### config.mk
export PLATFORM = sky130hd
export DESIGN_NAME = cjt_merge
export DESIGN_NICKNAME = d
export VERILOG_FILES = /design/src/rtl/cjt_pkg.sv /design/src/rtl/cjt_merge.sv
export SDC_FILE = /design/constraint.sdc
export NUM_CORES = 1
export LEC_CHECK = 0
export BUFFER_PORTS_ARGS = -buffer_cell sky130_fd_sc_hd__clkbuf_2
export CAP_MARGIN = 30
export CORE_AREA = 8 8 167 169
export DETAILED_ROUTE_END_ITERATION = 10
export DIE_AREA = 0 0 175 177
export GPL_TIMING_DRIVEN = 0
export PLACE_DENSITY = 0.43
export SLEW_MARGIN = 20
export SYNTH_ARGS = -nofsm -noshare
export SYNTH_HDL_FRONTEND = slang
export SYNTH_SLANG_ARGS = --single-unit
export TNS_END_PERCENT = 1
### constraint.sdc
create_clock -name vclk -period 6.9
set_input_delay 0.69 -clock vclk [all_inputs]
set_output_delay 0.69 -clock vclk [all_outputs]
set_load 0.02 [all_outputs]
### src/rtl/cjt_pkg.sv
`default_nettype none
// ----------------------------------------------------------------------------
// cjt_pkg: shared types and constants of the coverage join tracker
// Table geometry, field widths, and the structs passed between the control
// logic, the merge logic and the row table.
// ----------------------------------------------------------------------------
package cjt_pkg;

  localparam int ROWS       = 1024;
  localparam int COVER_BITS = 64;

  localparam int ROW_W   = (ROWS > 1) ? $clog2(ROWS) : 1;
  localparam int FIELD_W = 10;   // width of row_base and row_index
  localparam int SUM_W   = 11;   // width of base plus index
  localparam int GEN_W   = 64;
  localparam int MASK_W  = 64;   // width of the contribution and the mask register
  localparam int TALLY_W = 16;

  localparam logic [TALLY_W-1:0] TALLY_MAX = {TALLY_W{1'b1}};

  typedef logic [ROW_W-1:0]      row_addr_t;
  typedef logic [COVER_BITS-1:0] cover_t;

  // one table row: generation tag and coverage bits
  typedef struct packed {
    logic [GEN_W-1:0] gen;
    cover_t           cov;
  } row_entry_t;

  // access request from control to the row table
  typedef struct packed {
    logic       rd_en;
    row_addr_t  rd_addr;
    logic       wr_en;
    row_addr_t  wr_addr;
    row_entry_t wr_data;
  } table_req_t;

  // outcome of merging one contribution into a row
  typedef struct packed {
    row_entry_t entry;
    logic       became_ready;
  } merge_res_t;

endpackage
`default_nettype wire

### src/rtl/cjt_merge.sv
`default_nettype none
// ----------------------------------------------------------------------------
// cjt_merge: coverage join of one contribution
// Drops stale coverage on a generation mismatch, ORs in the contribution and
// flags the row when its coverage first equals the required mask exactly.
// ----------------------------------------------------------------------------
module cjt_merge (
  input  wire cjt_pkg::row_entry_t  stored,
  input  wire logic [cjt_pkg::GEN_W-1:0] gen_tag,
  input  wire cjt_pkg::cover_t      contribution,
  input  wire cjt_pkg::cover_t      required,
  output cjt_pkg::merge_res_t  res
);
  import cjt_pkg::*;

  cover_t prev;
  cover_t cov;

  // take stored coverage only when the generation matches
  assign prev = (stored.gen == gen_tag) ? stored.cov : '0;
  assign cov  = prev | contribution;

  assign res.entry.gen    = gen_tag;
  assign res.entry.cov    = cov;
  assign res.became_ready = (cov == required) && (prev != required);

endmodule
`default_nettype wire

# Yosys cells after proc, flatten, opt, wreduce, memory -nomap -nowiden
# Cells that the tools add are included.
[word_totals]
register_bits = 0
output_inout_bits = 129
wordCells = 6
[classes]
eq_ne = 3
mux = 1
bitwise = 1
n_reduce_logical = 1
[op_table]
columns = ["operator", "count"]
rows = [
  ["$eq A64 B64 Y1", 2],
  ["$mux W64", 1],
  ["$ne A64 B64 Y1", 1],
  ["$or A64 B64 Y64", 1],
  ["$logic_and A1 B1 Y1", 1],
]

# Depth between registers and ports, before layout
[depth]
ltp_word = 5
depth_mapped = 12

# Worst setup path before layout
# Ideal clock, no wire load.
[synth_timing]
kind = "input to output"
start = "input port gen_tag[3] (netlist name)"
end = "output port res[0] (netlist name)"
t_arrival_ns = 3.166
slack_ns = 3.044
path_stages = 12
path_cell_list = "xor2_1 nor4_1 nand4_1 nor4_4 buf_6 buf_6 buf_2 mux2i_1 nand4b_1 nor4_1 nand4_1 a211oi_1"
[synth_rtl]
columns = ["item", "line", "rtl"]
rows = [
  ["start: declaration", "cjt_merge.sv:9", "input wire logic [cjt_pkg::GEN_W-1:0] gen_tag,"],
  ["end: declaration", "cjt_merge.sv:12", "output cjt_pkg::merge_res_t res"],
]

==> reports/results.tsv <==
metric	value	unit
fmax	199	MHz
p_per_area	63.5	mW/mm²
netlist_instances	701	
antenna_left	0	
routedWlPerCell	22.5	µm
globalplace.congestion	0.966	
holdPathEnd	res[24]	
grt_pass1_wl	46900	µm
regArea	0	µm²
start_util	17.4	%
timing.final.crit_share	73.0	%
grt_max_degree	11	
worstSetupPathType	primary input to output pin	
layout.nets	1472	
leakagePower	3.95	nW
yosysSeqAreaShare	0	%
area_growth	60.3	%
drc_errors	0	
first_iter_violations	396	
grt_usage	20.0	%
syn_area	0.00444	mm²
p_total	451	µW
fillers	2938	
slowest_delay	650	ps
seq_cells	0	
cp.required	6210	ps
dpl-instance-area	0.00710	mm²
die_y	177	µm
peakVddDrop	0.0350	mV
slew_headroom	46.6	%
route.met3.wl	3030	µm
viasPerCell	4.57	
top_layer	met5	
whs_path_depth	4	
hold_path.class	primary input to output pin	
hold_viol_final	0	
worstPathCellList	clkbuf_2 -> xor2_1 -> nor4_1 -> nand4_1 -> nor4_4 -> buf_6 -> buf_6 -> buf_2 -> mux2i_1 -> nand4b_1 -> nor4_1 -> nand4_1 -> a211oi_1 -> clkbuf_2	
grt_remaining_overflow	0	
cp-start-kind	primary input	
wl_met1	14000	µm
io_buffers	449	
cts-resized-gates	0	
synth_cell_type_count	44	
status	finished clean	
io_pins	449	
dr.pass1.iters	6	
final_util	27.9	%
vias	6796	
fin_crit	5030	ps
final_area	0.00711	mm²
wl_met2	15900	µm
fp.coreArea	0.0255	mm²
critPathMaxFanout	10	
synth_nets	1021	
cts_setup_buffers	0	
max_cap_violations	0	
ctsHoldBuffers	0	
worstMarginPinSlew	781	ps
hp-start	contribution[23]	
rsz0062_at_grt	no	
drive_above_1_share	46.3	%
antenna_found_initial	9	
report.final.slew_viol_count	0	
slowest_stage	nor4_4	
cp-end-kind	output pin	
dp_hpwl	30400	µm
fin_setup_tns	0	ps
arrival	4340	ps
yosys_warnings	0	
setup_viol	0	
row_count	59	
die_w	175	µm
grt_pass1_vias	6995	
routed_wirelength	33400	µm
dieArea	0.0310	mm²
clkbuf_count	0	
synth.avg_cell_area	6.33	µm²
==> area by class of cell <==
class | count | area, µm² | area share [%]
antenna | 3 | 7.51 | 0.106
buffer | 78 | 574 | 8.08
inverter | 78 | 293 | 4.12
multi-input combinational | 545 | 3570 | 50.2
tap | 335 | 419 | 5.89
timing repair buffer | 449 | 2250 | 31.6
==> synthesized netlist by cell type (5+ instances only) <==
library cell  number  area, µm²
nor4_1            35        219
nand2_1           70        263
nand3_1           32        160
nor3_1             5       25.0
a21boi_0           9       67.6
a21oi_1           10       50.1
a22oi_1           17        128
o21ai_0           34        170
inv_1             78        293
nand4_1           22        138
xor2_1            83        727
nor2b_1            9       56.3
nand3b_1           8       60.1
a211o_1            5       43.8
xnor2_1           29        254
buf_4             66        495
a21o_1            32        240
o22ai_1           43        269
nand2b_1          46        288
nor2_1            18       67.6
buf_2              9       45.0
a221oi_1           5       43.8
==> how the worst max path moves through the flow <==
stage	start	end	slack (ps)	cells after the start
final	gen_tag[15]	res[0]	1870	14
after global routing	gen_tag[15]	res[0]	1650	14
after CTS	gen_tag[15]	res[0]	1780	14
after detailed placement	gen_tag[15]	res[0]	1820	14
after global placement	gen_tag[15]	res[0]	1830	14
after floorplan	gen_tag[3]	res[0]	3040	12
==> critical path: cells and delay by family <==
family	cells	cell delay (ps)
and+or+nand+nor	6	2080
buffers and inverters	5	1010
muxes	1	220
AOI/OAI and AO/OA	1	200
xor gates and xnor gates	1	150
==> logic make-up after synthesis <==
logic type | count (synthesis) | share of synthesized area, %
simple gates | 258 | 31.2
compound gates | 174 | 26.9
buf+inv | 156 | 19.5
xor+xnor | 112 | 22.1
mux | 1 | 0.226
==> placed cells by master, fill, tap and decap left out, types with 5 or more instances in the layout <==
cell      Yosys  routed
a211o_1       5       5
a21boi_0      9       9
a21o_1       32      32
a21oi_1      10      10
a221oi_1      5       5
a22oi_1      17      17
buf_2         9       9
buf_4        66      66
clkbuf_2      0     449
inv_1        78      78
nand2_1      70      70
nand2b_1     46      46
nand3_1      32      32
nand3b_1      8       8
nand4_1      22      22
nor2_1       18      18
nor2b_1       9       9
nor3_1        5       5
nor4_1       35      35
o21ai_0      34      34
o22ai_1      43      43
xnor2_1      29      29
xor2_1       83      83
==> metrics by stage <==
step / worst slack, ps / hold WS (ps) / cells
floorplan: 3040 / 1490 / 701
global placement: 1830 / 1720 / 1485
detailed placement: 1820 / 1720 / 1485
CTS: 1780 / 1720 / 1485
global route: 1650 / 1740 / 1487
finish: 1870 / 1720 / 1488
==> metal layers <==
metal  vias up  global-route usage (%)
met5         -                       0
met4        14                    2.65
met3        40                    6.46
met2       297                    33.8
met1      3105                    24.9
li1       3340                       -
==> power by group <==
part | switching (mW) | leakage [nW] | internal (mW)
combinational | 0.259 | 3.95 | 0.193
sequential | 0 | 0 | 0
clock | 0 | 0.0000190 | 0.0000000583
total | 0.259 | 3.95 | 0.193
No activity file was read; power rests on OpenSTA's default activity.
